===== config.mk =====
export PLATFORM = sky130hd
export DESIGN_NAME = one_wire_bus_master
export DESIGN_NICKNAME = d
export VERILOG_FILES = /design/src/hdl/owbm_pkg.sv /design/src/hdl/owbm_cfg.sv /design/src/hdl/owbm_core.sv /design/src/hdl/one_wire_bus_master.sv
export SDC_FILE = /design/constraint.sdc
export NUM_CORES = 1
export LEC_CHECK = 0
export BUFFER_PORTS_ARGS = -buffer_cell sky130_fd_sc_hd__buf_4
export CAP_MARGIN = 20
export CORE_UTILIZATION = 54
export DETAILED_ROUTE_END_ITERATION = 8
export PLACE_DENSITY = 0.76
export SYNTH_ARGS = -nofsm -noshare
export SYNTH_HDL_FRONTEND = slang
export SYNTH_SLANG_ARGS = --single-unit

===== constraint.sdc =====
create_clock -name clk -period 2.2 [get_ports clk]
set_input_delay 0.33 -clock clk [delete_from_list [all_inputs] [get_ports clk]]
set_output_delay 0.33 -clock clk [all_outputs]
set_load 0.01 [all_outputs]

===== src/hdl/owbm_pkg.sv =====
// ----------------------------------------------------------------------------
// owbm_pkg
// Shared types and constants of the one-wire bus master: command codes,
// phase and operation codes, register indexes, the register set and the
// per-beat status record.
// ----------------------------------------------------------------------------
package owbm_pkg;

	// Width of every phase-length register and of the tick counter
	localparam int TICK_W = 8;
	localparam int BYTE_W = 8;
	localparam int CFG_IDX_W = 3;

	// Default byte length in bit slots
	localparam int BITS_PER_BYTE_DEF = 8;

	// Fixed lengths of the read low and read wait phases
	localparam logic [TICK_W-1:0] READ_LOW_TICKS = 8'd1;
	localparam logic [TICK_W-1:0] READ_WAIT_TICKS = 8'd1;

	// Command codes carried on the input tuser
	typedef enum logic [1:0] {
		FN_TICK  = 2'd0,
		FN_RESET = 2'd1,
		FN_WRITE = 2'd2,
		FN_READ  = 2'd3
	} func_t;

	// Last operation started
	typedef enum logic [1:0] {
		OP_NONE  = 2'd0,
		OP_RESET = 2'd1,
		OP_WRITE = 2'd2,
		OP_READ  = 2'd3
	} op_t;

	// Bus phase, one-hot
	typedef enum logic [8:0] {
		PH_IDLE     = 9'b000000001,
		PH_RST_LOW  = 9'b000000010,
		PH_RST_WAIT = 9'b000000100,
		PH_RST_TAIL = 9'b000001000,
		PH_WR_LOW   = 9'b000010000,
		PH_WR_TAIL  = 9'b000100000,
		PH_RD_LOW   = 9'b001000000,
		PH_RD_WAIT  = 9'b010000000,
		PH_RD_TAIL  = 9'b100000000
	} phase_t;

	// Register indexes
	typedef enum logic [CFG_IDX_W-1:0] {
		REG_RESET_LOW      = 3'd0,
		REG_PRESENCE_WAIT  = 3'd1,
		REG_RESET_TAIL     = 3'd2,
		REG_WRITE_ONE_LOW  = 3'd3,
		REG_WRITE_ONE_TAIL = 3'd4,
		REG_WRITE_ZERO_LOW = 3'd5,
		REG_WRITE_ZERO_TAIL = 3'd6,
		REG_READ_TAIL      = 3'd7
	} reg_idx_t;

	// Register reset values
	localparam logic [TICK_W-1:0] RESET_LOW_DEF       = 8'd100;
	localparam logic [TICK_W-1:0] PRESENCE_WAIT_DEF   = 8'd20;
	localparam logic [TICK_W-1:0] RESET_TAIL_DEF      = 8'd100;
	localparam logic [TICK_W-1:0] WRITE_ONE_LOW_DEF   = 8'd2;
	localparam logic [TICK_W-1:0] WRITE_ONE_TAIL_DEF  = 8'd15;
	localparam logic [TICK_W-1:0] WRITE_ZERO_LOW_DEF  = 8'd15;
	localparam logic [TICK_W-1:0] WRITE_ZERO_TAIL_DEF = 8'd4;
	localparam logic [TICK_W-1:0] READ_TAIL_DEF       = 8'd10;

	// Phase lengths handed to the sequencer
	typedef struct packed {
		logic [TICK_W-1:0] rst_pulse;
		logic [TICK_W-1:0] presence_wait;
		logic [TICK_W-1:0] reset_tail;
		logic [TICK_W-1:0] write_one_low;
		logic [TICK_W-1:0] write_one_tail;
		logic [TICK_W-1:0] write_zero_low;
		logic [TICK_W-1:0] write_zero_tail;
		logic [TICK_W-1:0] read_tail;
	} cfg_t;

	// Status after one beat
	typedef struct packed {
		logic              drive_low;
		logic              busy_res;
		logic              done_res;
		logic              presence_fail;
		logic [BYTE_W-1:0] read_data;
	} res_t;

endpackage


===== src/hdl/owbm_cfg.sv =====
// ----------------------------------------------------------------------------
// owbm_cfg
// Phase-length register file; write-only, one register per write beat.
// ----------------------------------------------------------------------------
module owbm_cfg (
	input  logic                                 clk,
	input  logic                                 arst_n,
	input  logic                                 cfg_we,
	input  logic [owbm_pkg::CFG_IDX_W-1:0]       cfg_idx,
	input  logic [owbm_pkg::TICK_W-1:0]          cfg_data,
	output owbm_pkg::cfg_t                       cfg
);

	owbm_pkg::cfg_t cfg_q;

	// Register writes decoded by index
	always_ff @(posedge clk or negedge arst_n) begin
		if (!arst_n) begin
			cfg_q.rst_pulse       <= owbm_pkg::RESET_LOW_DEF;
			cfg_q.presence_wait   <= owbm_pkg::PRESENCE_WAIT_DEF;
			cfg_q.reset_tail      <= owbm_pkg::RESET_TAIL_DEF;
			cfg_q.write_one_low   <= owbm_pkg::WRITE_ONE_LOW_DEF;
			cfg_q.write_one_tail  <= owbm_pkg::WRITE_ONE_TAIL_DEF;
			cfg_q.write_zero_low  <= owbm_pkg::WRITE_ZERO_LOW_DEF;
			cfg_q.write_zero_tail <= owbm_pkg::WRITE_ZERO_TAIL_DEF;
			cfg_q.read_tail       <= owbm_pkg::READ_TAIL_DEF;
		end else if (cfg_we) begin
			unique case (owbm_pkg::reg_idx_t'(cfg_idx))
				owbm_pkg::REG_RESET_LOW:       cfg_q.rst_pulse       <= cfg_data;
				owbm_pkg::REG_PRESENCE_WAIT:   cfg_q.presence_wait   <= cfg_data;
				owbm_pkg::REG_RESET_TAIL:      cfg_q.reset_tail      <= cfg_data;
				owbm_pkg::REG_WRITE_ONE_LOW:   cfg_q.write_one_low   <= cfg_data;
				owbm_pkg::REG_WRITE_ONE_TAIL:  cfg_q.write_one_tail  <= cfg_data;
				owbm_pkg::REG_WRITE_ZERO_LOW:  cfg_q.write_zero_low  <= cfg_data;
				owbm_pkg::REG_WRITE_ZERO_TAIL: cfg_q.write_zero_tail <= cfg_data;
				owbm_pkg::REG_READ_TAIL:       cfg_q.read_tail       <= cfg_data;
				default: ;
			endcase
		end
	end

	assign cfg = cfg_q;

endmodule


===== src/hdl/owbm_core.sv =====
// ----------------------------------------------------------------------------
// owbm_core
// Bus phase sequencer: tick counter, slot shift register and bit counter.
// Updates its state on each accepted beat and presents the resulting status.
// ----------------------------------------------------------------------------
module owbm_core #(
	parameter int BITS_PER_BYTE = owbm_pkg::BITS_PER_BYTE_DEF
) (
	input  logic                         clk,
	input  logic                         arst_n,
	input  logic                         accept,
	input  logic [1:0]                   func,
	input  logic [owbm_pkg::BYTE_W-1:0]  data_byte,
	input  logic                         line_level,
	input  owbm_pkg::cfg_t               cfg,
	output owbm_pkg::res_t               res
);

	localparam int BL_W = $clog2(BITS_PER_BYTE + 1);
	localparam logic [BL_W-1:0] BITS_INIT = BL_W'(BITS_PER_BYTE);

	owbm_pkg::phase_t phase_q, phase_n;
	owbm_pkg::op_t    op_q, op_n;
	logic [owbm_pkg::BYTE_W-1:0] shift_q, shift_n;
	logic [BL_W-1:0]             bits_q, bits_n;
	logic [owbm_pkg::TICK_W-1:0] tick_q, tick_n, tick_dec;
	logic                        pres_q, pres_n;
	logic                        done;
	logic [owbm_pkg::BYTE_W-1:0] shift_sh;
	logic [BL_W-1:0]             bits_dec;

	// Floored decrements, and the one-bit shift used by write slots
	always_comb begin
		tick_dec = (tick_q != '0) ? tick_q - owbm_pkg::TICK_W'(1) : '0;
		bits_dec = (bits_q != '0) ? bits_q - BL_W'(1) : '0;
		shift_sh = shift_q >> 1;
	end

	// Next-state logic for one beat
	always_comb begin
		phase_n = phase_q;
		op_n    = op_q;
		shift_n = shift_q;
		bits_n  = bits_q;
		tick_n  = tick_q;
		pres_n  = pres_q;
		done    = 1'b0;
		if (owbm_pkg::func_t'(func) == owbm_pkg::FN_TICK) begin
			tick_n = tick_dec;
			if (tick_dec == '0) begin
				unique case (phase_q)
					owbm_pkg::PH_IDLE: ;
					owbm_pkg::PH_RST_LOW: begin
						phase_n = owbm_pkg::PH_RST_WAIT;
						tick_n  = cfg.presence_wait;
					end
					owbm_pkg::PH_RST_WAIT: begin
						pres_n  = line_level;
						phase_n = owbm_pkg::PH_RST_TAIL;
						tick_n  = cfg.reset_tail;
					end
					owbm_pkg::PH_RST_TAIL: begin
						phase_n = owbm_pkg::PH_IDLE;
						done    = 1'b1;
					end
					owbm_pkg::PH_WR_LOW: begin
						phase_n = owbm_pkg::PH_WR_TAIL;
						tick_n  = shift_q[0] ? cfg.write_one_tail : cfg.write_zero_tail;
					end
					owbm_pkg::PH_WR_TAIL: begin
						shift_n = shift_sh;
						bits_n  = bits_dec;
						if (bits_dec == '0) begin
							phase_n = owbm_pkg::PH_IDLE;
							done    = 1'b1;
						end else begin
							phase_n = owbm_pkg::PH_WR_LOW;
							tick_n  = shift_sh[0] ? cfg.write_one_low : cfg.write_zero_low;
						end
					end
					owbm_pkg::PH_RD_LOW: begin
						phase_n = owbm_pkg::PH_RD_WAIT;
						tick_n  = owbm_pkg::READ_WAIT_TICKS;
					end
					owbm_pkg::PH_RD_WAIT: begin
						shift_n = {line_level, shift_q[owbm_pkg::BYTE_W-1:1]};
						bits_n  = bits_dec;
						phase_n = owbm_pkg::PH_RD_TAIL;
						tick_n  = cfg.read_tail;
					end
					owbm_pkg::PH_RD_TAIL: begin
						if (bits_q == '0) begin
							phase_n = owbm_pkg::PH_IDLE;
							done    = 1'b1;
						end else begin
							phase_n = owbm_pkg::PH_RD_LOW;
							tick_n  = owbm_pkg::READ_LOW_TICKS;
						end
					end
					default: phase_n = owbm_pkg::PH_IDLE;
				endcase
			end
		end else if (phase_q == owbm_pkg::PH_IDLE) begin
			// Commands start an operation only when the bus is idle
			unique case (owbm_pkg::func_t'(func))
				owbm_pkg::FN_RESET: begin
					op_n    = owbm_pkg::OP_RESET;
					phase_n = owbm_pkg::PH_RST_LOW;
					tick_n  = cfg.rst_pulse;
				end
				owbm_pkg::FN_WRITE: begin
					op_n    = owbm_pkg::OP_WRITE;
					shift_n = data_byte;
					bits_n  = BITS_INIT;
					phase_n = owbm_pkg::PH_WR_LOW;
					tick_n  = data_byte[0] ? cfg.write_one_low : cfg.write_zero_low;
				end
				default: begin
					op_n    = owbm_pkg::OP_READ;
					shift_n = '0;
					bits_n  = BITS_INIT;
					phase_n = owbm_pkg::PH_RD_LOW;
					tick_n  = owbm_pkg::READ_LOW_TICKS;
				end
			endcase
		end
	end

	// Sequencer state
	always_ff @(posedge clk or negedge arst_n) begin
		if (!arst_n) begin
			phase_q <= owbm_pkg::PH_IDLE;
			op_q    <= owbm_pkg::OP_NONE;
			shift_q <= '0;
			bits_q  <= '0;
			tick_q  <= '0;
			pres_q  <= 1'b1;
		end else if (accept) begin
			phase_q <= phase_n;
			op_q    <= op_n;
			shift_q <= shift_n;
			bits_q  <= bits_n;
			tick_q  <= tick_n;
			pres_q  <= pres_n;
		end
	end

	// Status seen after this beat
	always_comb begin
		res.drive_low     = (phase_n == owbm_pkg::PH_RST_LOW) ||
		                    (phase_n == owbm_pkg::PH_WR_LOW) ||
		                    (phase_n == owbm_pkg::PH_RD_LOW);
		res.busy_res      = (phase_n != owbm_pkg::PH_IDLE);
		res.done_res      = done;
		res.presence_fail = pres_n;
		res.read_data     = (op_n == owbm_pkg::OP_READ) ? shift_n : '0;
	end

endmodule


===== src/hdl/one_wire_bus_master.sv =====
// ----------------------------------------------------------------------------
// one_wire_bus_master
// One-wire bus master stepped by tick beats, with a registered status output.
// ----------------------------------------------------------------------------
// Usage:
//   Input stream: each beat is a tick (every 5 us) or a command: bus reset
//   with presence check, byte write, or byte read. Commands that arrive while
//   an operation runs are dropped and do not count as a tick.
//   Output stream: exactly one status beat per input beat, in order: the line
//   drive, busy, done, the presence level and the byte read so far.
//   Config port: write phase lengths (in ticks) while the block is idle.
// Output timing: a status beat appears in the cycle after its input beat is taken.
// Throughput: one beat per cycle unless m_tready stalls the output; the sequencer
//   updates on each accepted beat and the output register is refilled in the cycle it is drained.
// Reset: all registers but the output payload return to their defaults, the bus is
//   released, the presence level reads 1 and no output beat is pending.
// Stall: while the output beat waits on m_tready, s_tready stays low and the
//   sequencer holds its state.
// ----------------------------------------------------------------------------
module one_wire_bus_master #(
	parameter int BITS_PER_BYTE = owbm_pkg::BITS_PER_BYTE_DEF
) (
	input  logic                                 clk,
	input  logic                                 arst_n,
	// Input stream
	input  logic                                 s_tvalid,
	output logic                                 s_tready,
	input  logic [15:0]                          s_tdata,  // data_byte[7:0], line_level[8]
	input  logic [1:0]                           s_tuser,  // func[1:0]
	// Status stream
	output logic                                 m_tvalid,
	input  logic                                 m_tready,
	// drive_low[0], busy_res[1], done_res[2], presence_fail[3], read_data[11:4]
	output logic [15:0]                          m_tdata,
	// Configuration writes
	input  logic                                 cfg_we,
	input  logic [owbm_pkg::CFG_IDX_W-1:0]       cfg_idx,
	input  logic [owbm_pkg::TICK_W-1:0]          cfg_data
);

	owbm_pkg::cfg_t cfg;
	owbm_pkg::res_t res;
	logic           accept;
	logic           out_valid_q;
	logic [15:0]    out_data_q;

	assign s_tready = !out_valid_q || m_tready;
	assign accept   = s_tvalid && s_tready;

	owbm_cfg u_cfg (
		.clk      (clk),
		.arst_n   (arst_n),
		.cfg_we   (cfg_we),
		.cfg_idx  (cfg_idx),
		.cfg_data (cfg_data),
		.cfg      (cfg)
	);

	owbm_core #(
		.BITS_PER_BYTE (BITS_PER_BYTE)
	) u_core (
		.clk        (clk),
		.arst_n     (arst_n),
		.accept     (accept),
		.func       (s_tuser),
		.data_byte  (s_tdata[7:0]),
		.line_level (s_tdata[8]),
		.cfg        (cfg),
		.res        (res)
	);

	// Output beat valid
	always_ff @(posedge clk or negedge arst_n) begin
		if (!arst_n) begin
			out_valid_q <= 1'b0;
		end else if (accept) begin
			out_valid_q <= 1'b1;
		end else if (m_tready) begin
			out_valid_q <= 1'b0;
		end
	end

	// Output beat payload
	always_ff @(posedge clk) begin
		if (accept) begin
			out_data_q <= {4'b0000, res.read_data, res.presence_fail, res.done_res,
			               res.busy_res, res.drive_low};
		end
	end

	assign m_tvalid = out_valid_q;
	assign m_tdata  = out_data_q;

`ifndef SYNTHESIS
	// Bus is only pulled low while an operation is running
	a_drive_busy: assert property (@(posedge clk) disable iff (!arst_n)
		m_tvalid && m_tdata[0] |-> m_tdata[1])
		else $error("line driven low while idle");

	// Completion always leaves the sequencer idle
	a_done_idle: assert property (@(posedge clk) disable iff (!arst_n)
		m_tvalid && m_tdata[2] |-> !m_tdata[1])
		else $error("done reported while still busy");

	// An empty output register never blocks the input
	a_ready_empty: assert property (@(posedge clk) disable iff (!arst_n)
		!m_tvalid |-> s_tready)
		else $error("input stalled with empty output register");

	// Every accepted beat produces an output beat on the next cycle
	a_beat_out: assert property (@(posedge clk) disable iff (!arst_n)
		s_tvalid && s_tready |=> m_tvalid)
		else $error("accepted beat produced no output beat");
`endif

endmodule

==> results of run 1 <==
[stage by stage]
step / total power [mW] / TNS [ns]
floorplan: 4.27 / -1.05
global placement: 5.11 / -3.06
detailed placement: 5.21 / -4.93
CTS: 6.86 / -2.14
global route: 7.37 / -6.47
finish: 7.01 / -2.75
[cells in the mapped netlist (6+ instances only)]
cell type  count
dfrtp_1       75
mux2_2        73
nand2_1       40
clkbuf_1      27
nor2_1        27
dfstp_2       22
a21oi_1       18
mux2i_1       18
nor3_1        18
inv_1         16
o21ai_0       16
o221ai_1      16
a22oi_1       14
a211oi_1      13
edfxtp_1      12
nand3_1       12
nand4_1       10
o21ai_1       10
a32oi_1        9
nand2b_1       9
and3_1         6
mux2_1         6
[final timing paths]
kind,startpoint,end,slack (ns),cells after the start
setup / recovery,u_core.tick_q[1]$_DFFE_PN0P_,m_tdata[11]$_SDFFCE_PP0P_,-0.16,9
setup reg to reg,u_core.tick_q[1]$_DFFE_PN0P_,m_tdata[11]$_SDFFCE_PP0P_,-0.16,9
hold reg to reg,u_core.op_q[0]$_DFFE_PN0P_,u_core.op_q[0]$_DFFE_PN0P_,0.49,2
hold / removal,s_tvalid,m_tvalid$_DFFE_PN0P_,0.19,2
max in group asynchronous,arst_n,u_cfg.cfg[16]$_DFFE_PN1P_,0.99,3
min in group asynchronous,arst_n,u_core.phase_q[4]$_DFFE_PN0P_,0.49,2
[worst reg2reg max path, cell delays in order (launching register included)]
cell and delay, ns:
dfrtp_1 0.41, inv_2 0.09, ha_4 0.13, or4b_4 0.48, nor4_4 0.13, buf_4 0.17, a21o_2 0.23, nand3_4 0.16
a32oi_2 0.21, a211oi_1 0.10
[kinds of logic after synthesis]
logic type,Yosys count,synth area share (%)
AOI/OAI and AO/OA,138,16.1
xor gates and xnor gates,5,0.717
adders and majority gates,5,1.02
buffers and inverters,54,3.71
DFF,109,46.1
muxes,97,17.5
other,1,0.0614
and+or+nand+nor,160,14.8
[sequential cells by signal, indices dropped and copies added, names as in the netlist]
name            flops
u_core.shift_q      8
u_core.bits_q       4
u_core.op_q         2
u_cfg.cfg          64
u_core.tick_q       8
u_core.phase_q      9
m_tdata            12
m_tvalid            1
u_core.pres_q       1
[layout make-up]
class                      instances  area [um^2]
fill                             848         3370
multi-input combinational        410         3260
sequential                       109         2820
timing repair buffer             126          976
clock buffer                      10          229
tap                              140          175
inverter                          17         63.8
clock inverter                     6         47.5
[repair_timing]
item,4_1_cts,5_1_grt
setup endpoints to repair,40,42
gates resized for setup,12,25
endpoints found under the hold margin,33,0
hold buffers,1,0
setup buffers,3,7
cloned,1,0
pin swaps,1,9
[report_power, final]
part	internal, mW	total (mW)	switching [mW]
combinational	1.31	2.55	1.24
sequential	2.53	2.92	0.391
clock	0.779	1.54	0.758
total	4.62	7.01	2.39
[metal layers]
layer  vias up  wire (um)  global-route usage [%]
met4         0        592                    15.6
met2       187       8010                    50.0
met3        42        848                    4.04
li1       2383          -                       -
met1      2538       7020                    38.3
met5         -          0                       0
==> qor.yml, run 1 <==
detailed_routing:
  drtIter0Drc: 295
  wl_um: 16500
  routed_via_density: 6.30
  num_vias: 5150
  drtAntennaViolNets: 0
  drc_errors: 0
  wl_per_cell_um: 20.1
  dr.pass1.iters: 5
sta:
  relSlewSlack_pct: 54.9
  rsz0062_at_grt: "true"
  fin_crit_sh_pct: 107
  clock-skew-final_ns: 0.00766
  period_needed_ns: 2.36
  setup_viol: 35
  hold_viol_final: 0
  maxSlewViolCount: 0
  max_freq_ghz: 0.423
  setup_ws_ns: -0.164
  whs_ns: 0.187
  worst_pin_slew_ns: 0.673
grt:
  grt_pass1_vias: 5138
  antenna_found_initial: 0
  grt.total_usage_pct: 30.1
  grt_max_degree: 44
  grt.overflow.total: 0
  grt_pass1_wl_um: 26500
placed_design:
  hpwl_um: 11800
  post-place-ws_ns: -0.255
  place_congestion: 0.964
  port_buffers: 40
  dp.cells: 791
  dpl_cell_area_um2: 7060
synth:
  ys_seq_area_share_pct: 46.1
  synth_edf_count: 12
  yosys_warnings: 0
  synth.area.top_cells: "dfrtp_1 31%, mux2_2 13%, dfstp_2 9.5%"
  synth_top_cell_by_area: "dfrtp_1"
  synthFlopType: "dfrtp_1"
  synth-async-reset-ratio_pct: 89.0
  synth-seq-cells: 109
  synth_top_area_share_pct: 30.7
  syn_area_um2: 6110
  avgSynthCellArea_um2: 10.7
  yosysUniqueCellTypes: 72
  syn_inst: 569
finish:
  layout-drive-gt1-share_pct: 41.6
  final_cell_mix: "120 x buf_4, 75 x dfrtp_1, 73 x mux2_2"
  area_growth_pct: 23.8
  final_util_pct: 69.2
  nNetsFinal: 712
  final_common_cell: "buf_4"
  n_antenna_cell: 0
  finish.instance_area_um2: 7560
  instances_no_fill: 818
power:
  ir_drop_mv: 0.652
  p_leak_nw: 3.08
  power_per_cell_area_nw_per_um2: 927
cts:
  clock_path_buffers: 2
  clk-insertion-delay-late_ns: 0.36
  cts-root-buf: "clkbuf_16"
  h-tree-depth: 3
  cts_sinks: 109
  cts_tree: "yes"
  clkTransAtPathRegs_ns: 0.08
  cts_buffers: 9
die:
  ios: 52
  num_rows: 38
  start_util_pct: 55.9
  core_um2: 10900
  fp.dieH_um: 108
  dieArea_um2: 11700
  die_w_um: 108
setup_path:
  critPathBufInv: 2
  crit_required_ns: 2.29
  critPathLaunchType: "register"
  worstPathMaxFanout: 6
  crit_arrival_ns: 2.46
  crit_slowest_cell: "or4b_4"
  crit_path_end_kind: "register"
  path_class: "reg -> reg"
  worstPathCellList: "inv_2 -> ha_4 -> or4b_4 -> nor4_4 -> buf_4 -> a21o_2 -> nand3_4 -> a32oi_2 -> a211oi_1"
  max_stage_delay_ns: 0.48
  cp_top_family: "simple AND/OR/NAND/NOR gates"
min_path:
  min_path_type: "in -> reg"
run_status:
  violations: "setup timing"
  status: "finished with violations"
job:
  max_cap_viol_count: 0
Note: power is estimated with default switching activity, not from simulation.
==> run 2, diff against run 1 <==
--- a/config.mk
+++ b/config.mk
@@ -10,6 +10,7 @@
 export CORE_UTILIZATION = 54
 export DETAILED_ROUTE_END_ITERATION = 8
 export PLACE_DENSITY = 0.76
+export SKIP_CTS_REPAIR_TIMING = 1
 export SYNTH_ARGS = -nofsm -noshare
 export SYNTH_HDL_FRONTEND = slang
 export SYNTH_SLANG_ARGS = --single-unit
==> run 2 against run 1 <==
Effect of this change:
- the run still ends with setup timing left
- hold slack lost 0.0023 ns
- worst setup slack lost 0.20 ns
- die area is the same
- wire length shrank 0.35%
- clock skew up 0.0017 ns
- global-route usage down 0.39 points
- critical path depth rose by 1
- final cell count shrank 0.24%
- sequential power is essentially flat
- via count fell by 0.31%
- critical path type unchanged
==> qor.yml, run 2 (synthesis results as in run 1) <==
finish:
  final_util_pct: 68.5  # -0.68 points
  multi_input_area_um2: 3210  # -1.5%
  area_growth_pct: 22.6
  layout-drive-gt1-share_pct: 39.9  # -1.7 points
  largest_reg_flops: 64  # unchanged
  fillers: 862  # +1.7%
  final_cell_mix: "121 x buf_4, 75 x dfrtp_1, 73 x mux2_2"
  n_antenna_cell: 0  # unchanged
  seqCellArea_um2: 2820  # unchanged
  final_common_cell: "buf_4"
  nNetsFinal: 710  # -0.28%
sta:
  fin_crit_sh_pct: 117  # +9.1 points
  clock-skew-final_ns: 0.00934  # +0.00168 ns
  relSlewSlack_pct: 51.9  # -3.0 points
  max_freq_ghz: 0.390  # -7.8%
  setup_viol: 42  # +20%
  rsz0062_at_grt: "true"
  whs_ns: 0.184  # -0.00227 ns
  period_needed_ns: 2.56  # +0.200 ns
  maxSlewViolCount: 0  # unchanged
  setup_ws_ns: -0.365  # -0.200 ns
  worst_pin_slew_ns: 0.715  # +0.0422 ns
  hold_viol_final: 0  # unchanged
setup_path:
  crit_path_end_kind: "register"
  critPathLaunchType: "register"
  worstPathMaxFanout: 4  # -2
  path_class: "reg -> reg"
  crit_arrival_ns: 2.81  # +0.35 ns
  reg2reg_slack_ns: -0.36  # -0.20 ns
  crit_required_ns: 2.44  # +0.15 ns
grt:
  grtUsageMet2_pct: 49.4  # -0.64 points
  grt_pass1_wl_um: 26200  # -1.1%
  grt_pass1_vias: 5094  # -0.86%
  gr-usage-met1_pct: 38.1  # -0.19 points
  grtUsageMet3_pct: 4.10  # +0.060 points
  grt.overflow.total: 0  # unchanged
  antenna_found_initial: 0  # unchanged
  grt_max_degree: 44  # unchanged
  grt.total_usage_pct: 29.7  # -0.39 points
  gr-max-usage-layer: "met2"
die:
  dieArea_um2: 11700  # unchanged
  core_um2: 10900  # unchanged
  fp.dieH_um: 108  # unchanged
  die_w_um: 108  # unchanged
  num_rows: 38  # unchanged
  ios: 52  # unchanged
  start_util_pct: 55.9  # unchanged
placed_design:
  place_congestion: 0.964  # unchanged
  hpwl_um: 11800  # unchanged
  port_buffers: 40  # unchanged
  post-place-ws_ns: -0.255  # unchanged
cts:
  clkTransAtPathRegs_ns: 0.08  # about the same
  clk-insertion-delay-late_ns: 0.36  # about the same
  cts-root-buf: "clkbuf_16"
  cts_buffers: 9  # unchanged
  clock_path_buffers: 2  # unchanged
  h-tree-depth: 3  # unchanged
  cts_tree: "yes"
  cts_sinks: 109  # unchanged
run_status:
  violations: "setup timing"
  status: "finished with violations"
detailed_routing:
  drtAntennaViolNets: 0  # unchanged
  drtIter0Drc: 314  # +6.4%
  num_vias: 5134  # -0.31%
  routed_via_density: 6.29  # about the same
  wl_um: 16400  # -0.35%
  drc_errors: 0  # unchanged
  dr.pass1.iters: 5  # unchanged
  wl_per_cell_um: 20.1  # -0.10%
power:
  p_leak_nw: 3.05  # -0.84%
  power_per_cell_area_nw_per_um2: 929  # +0.25%
  ir_drop_mv: 0.634  # -2.7%
min_path:
  min_path_type: "in -> reg"
job:
  max_cap_viol_count: 0  # unchanged
==> run 2: worst paths after layout <==
kind                                         startpoint  cells past startpoint                             to
max                        u_core.tick_q[1]$_DFFE_PN0P_                     10  u_core.phase_q[3]$_DFFE_PN0P_
min                                            s_tvalid                      2           m_tvalid$_DFFE_PN0P_
max reg2reg                u_core.tick_q[1]$_DFFE_PN0P_                     10  u_core.phase_q[3]$_DFFE_PN0P_
min reg2reg                  u_core.op_q[0]$_DFFE_PN0P_                      2     u_core.op_q[0]$_DFFE_PN0P_
max in group asynchronous                        arst_n                      3      u_cfg.cfg[10]$_DFFE_PN1P_
min in group asynchronous                        arst_n                      2  u_core.phase_q[4]$_DFFE_PN0P_
==> run 2: area by class of cell <==
| cell class | count | share of cell area [%] |
|---|---|---|
| multi-input combinational | 410 | 42.9 |
| inverter | 17 | 0.852 |
| timing repair buffer | 124 | 12.7 |
| tap | 140 | 2.34 |
| clock inverter | 6 | 0.635 |
| clock buffer | 10 | 3.06 |
| sequential | 109 | 37.6 |
==> run 2: routing by layer <==
| layer | part of all wire (%) | wire length [um] | up-vias |
|---|---|---|---|
| met4 | 3.3 | 543 | 0 |
| met3 | 5.2 | 861 | 38 |
| li1 | - | - | 2373 |
| met2 | 49 | 8000 | 184 |
| met5 | 0 | 0 | - |
| met1 | 43 | 7020 | 2539 |
==> run 2: worst max-delay path: stages (launching register included) <==
cell and delay, ns:
dfrtp_1 0.40, inv_2 0.08, ha_4 0.12, or4b_4 0.48, nor4_4 0.28, buf_4 0.19, a21oi_4 0.05, buf_4 0.16
nor3_4 0.20, buf_4 0.16, mux2_1 0.31
==> run 2: metrics by stage <==
step                TNS (ns)  area, um^2  power (mW)  cells
floorplan              -1.05        6170        4.27    572
global placement       -3.06        7060        5.11    791
detailed placement     -4.93        7060        5.21    791
CTS                    -6.30        7330        6.76    807
global route          -14.67        7490        7.32    816
finish                -10.91        7490        6.96    816
==> run 2: power by group <==
group	internal [mW]	switching, mW
logic	1.29	1.21
clock network	0.779	0.767
registers	2.53	0.380
total	4.60	2.36
==> run 3, diff against run 2 <==
--- a/config.mk
+++ b/config.mk
@@ -10,6 +10,7 @@
 export CORE_UTILIZATION = 54
 export DETAILED_ROUTE_END_ITERATION = 8
 export PLACE_DENSITY = 0.76
+export REMOVE_ABC_BUFFERS = 1
 export SKIP_CTS_REPAIR_TIMING = 1
 export SYNTH_ARGS = -nofsm -noshare
 export SYNTH_HDL_FRONTEND = slang
==> run 3 against run 2 <==
Effect of this change:
- the flow finishes with violations (hold timing, setup timing)
- hold slack lost 0.22 ns
- worst setup slack gained 0.089 ns
- first-iteration DRC count grew 21%
- final area grew 3.4%
- total power grew 3.0%
- wire length grew 2.6%
==> qor.yml, run 3 (synthesis results as in run 1) <==
setup_path:
  crit_top_cell: "buf_4"
  max_stage_delay_ns: 0.43  # -0.05 ns
  worstPathMaxFanout: 3  # -1
  crit_path_end_kind: "register"
  critPathLaunchType: "register"
  crit_slowest_cell: "o21ai_0"
  path_class: "reg -> reg"
  critPathBufInv: 5  # +1
  crit_arrival_ns: 2.67  # -0.14 ns
  worstPathCellList: "inv_2 -> buf_4 -> buf_4 -> ha_1 -> o21ai_0 -> a21oi_4 -> buf_4 -> buf_4 -> nor2_4 -> a32oi_1 -> a211oi_1"
  crit_required_ns: 2.39  # -0.05 ns
  cp_top_family: "compound AO/OA/AOI/OAI gates"
finish:
  n_antenna_cell: 0  # unchanged
  fillers: 818  # -5.1%
  layout-drive-gt1-share_pct: 43.8  # +3.9 points
  largest_reg_flops: 64  # unchanged
  final_common_cell: "buf_4"
  nNetsFinal: 707  # -0.42%
  area_growth_pct: 26.7
  instances_no_fill: 813  # -0.37%
  final_cell_mix: "108 x buf_4, 75 x dfrtp_1, 73 x mux2_2"
placed_design:
  port_buffers: 40  # unchanged
  hpwl_um: 11500  # -2.6%
  place_congestion: 0.924  # -4.2%
  dp.cells: 788  # -0.38%
die:
  fp.dieH_um: 108  # unchanged
  dieArea_um2: 11700  # unchanged
  core_um2: 10900  # unchanged
  die_w_um: 108  # unchanged
  start_util_pct: 55.9  # unchanged
  num_rows: 38  # unchanged
  ios: 52  # unchanged
detailed_routing:
  num_vias: 5159  # +0.49%
  dr.pass1.iters: 8  # +3
  drc_errors: 0  # unchanged
  drtIter0Drc: 381  # +21%
  drtAntennaViolNets: 0  # unchanged
  wl_per_cell_um: 20.7  # +3.0%
  routed_via_density: 6.35  # +0.86%
  wl_um: 16800  # +2.6%
cts:
  cts_tree: "yes"
  clkTransAtPathRegs_ns: 0.07  # about the same
  h-tree-depth: 3  # unchanged
  clock_path_buffers: 2  # unchanged
  cts-root-buf: "clkbuf_16"
  cts_buffers: 9  # unchanged
  cts_sinks: 109  # unchanged
  clk-insertion-delay-late_ns: 0.36  # about the same
sta:
  hold_viol_final: 32  # +32
  maxSlewViolCount: 0  # unchanged
  worst_pin_slew_ns: 0.729  # +0.0141 ns
  rsz0062_at_grt: "true"
  fin_crit_sh_pct: 113  # -4.0 points
  setup_viol: 42  # unchanged
  max_freq_ghz: 0.404  # +3.6%
  setup_ws_ns: -0.276  # +0.0887 ns
  clock-skew-final_ns: 0.00685  # -0.00249 ns
  relSlewSlack_pct: 50.7  # -1.1 points
  period_needed_ns: 2.48  # -0.0887 ns
  whs_ns: -0.0308  # -0.215 ns
job:
  max_cap_viol_count: 0  # unchanged
power:
  ir_drop_mv: 0.625  # -1.5%
  seq_power_share_pct: 40.5  # -1.3 points
  power_mw: 7.16  # +3.0%
  switching_share_pct: 34.3  # +0.38 points
  power_per_cell_area_nw_per_um2: 925  # -0.39%
  p_int_mw: 4.71  # +2.4%
  p_leak_nw: 3.15  # +3.3%
  p_clk_share_pct: 22.3  # about the same
  combPwrFrac_pct: 37.2  # +1.2 points
  net-switching-power_mw: 2.46  # +4.1%
grt:
  grt_max_degree: 42  # -4.5%
  grt_pass1_vias: 5003  # -1.8%
  grt.total_usage_pct: 29.2  # -0.54 points
  grt_pass1_wl_um: 25800  # -1.7%
  antenna_found_initial: 0  # unchanged
  grt.overflow.total: 0  # unchanged
run_status:
  violations: "hold timing, setup timing"
  status: "finished with violations"
min_path:
  min_path_type: "in -> async"
-- run 3: cell count changes in the layout (fill, tap and decap cells not counted), moves of 3 or more --
cell	delta
o21ai_2	+5
buf_6	+7
mux2_1	-3
mux2_4	+3
o221ai_2	+5
nor2_1	-3
nand2_1	-3
buf_4	-13
o221ai_1	-5
buf_12	+4
o21ai_1	-3
-- run 3: cell type report --
type,count,area [um^2],share of cell area [%]
Clock inverter,5,31.3,0.404
Multi-Input combinational cell,409,3380,43.6
Inverter,17,63.8,0.824
Sequential cell,109,2820,36.4
Timing Repair Buffer,122,1030,13.2
Clock buffer,11,254,3.28
Tap cell,140,175,2.26
-- run 3: path summary, 6_finish.rpt --
check | from | to | slack, ns | cells past startpoint
worst max-delay path | u_core.tick_q[0]$_DFFE_PN0P_ | m_tdata[11]$_SDFFCE_PP0P_ | -0.28 | 11
worst min-delay path | arst_n | u_core.phase_q[4]$_DFFE_PN0P_ | -0.03 | 1
worst max register to register | u_core.tick_q[0]$_DFFE_PN0P_ | m_tdata[11]$_SDFFCE_PP0P_ | -0.28 | 11
worst min register to register | u_core.op_q[1]$_DFFE_PN0P_ | u_core.op_q[1]$_DFFE_PN0P_ | 0.48 | 2
max in group asynchronous | arst_n | u_cfg.cfg[1]$_DFFE_PN1P_ | 1.57 | 2
min in group clk | s_tvalid | m_tvalid$_DFFE_PN0P_ | 0.18 | 2
-- run 3: power groups by stage --
stage / Combinational, mW / Clock, mW / Sequential, mW
after detailed placement: 2.26 / 0 / 2.92
after global placement: 2.22 / 0 / 2.89
final: 2.67 / 1.60 / 2.90
after floorplan: 1.31 / 0 / 2.90
after global routing: 2.88 / 1.69 / 2.95
after CTS: 2.28 / 1.61 / 2.88
-- run 3: metal layers --
metal	GRT usage [%]	share of wire, %	vias to the layer above
met2	48.9	50	200
met3	4.10	5.7	24
met5	0	0	-
li1	-	-	2365
met4	10.8	2.1	0
met1	38.4	42	2570
-- run 3: through the flow --
stage	worst slack, ns	util (%)	setup TNS, ns	instance area, um^2
4_1_cts	-0.257	67.0	-4.46	7330
3_5_place_dp	-0.219	64.4	-2.62	7040
6_report	-0.276	70.8	-6.59	7740
2_1_floorplan	-0.546	-	-10.33	5960
5_1_grt	-0.424	70.8	-13.01	7740
3_3_place_gp	-0.150	64.4	-1.50	7040
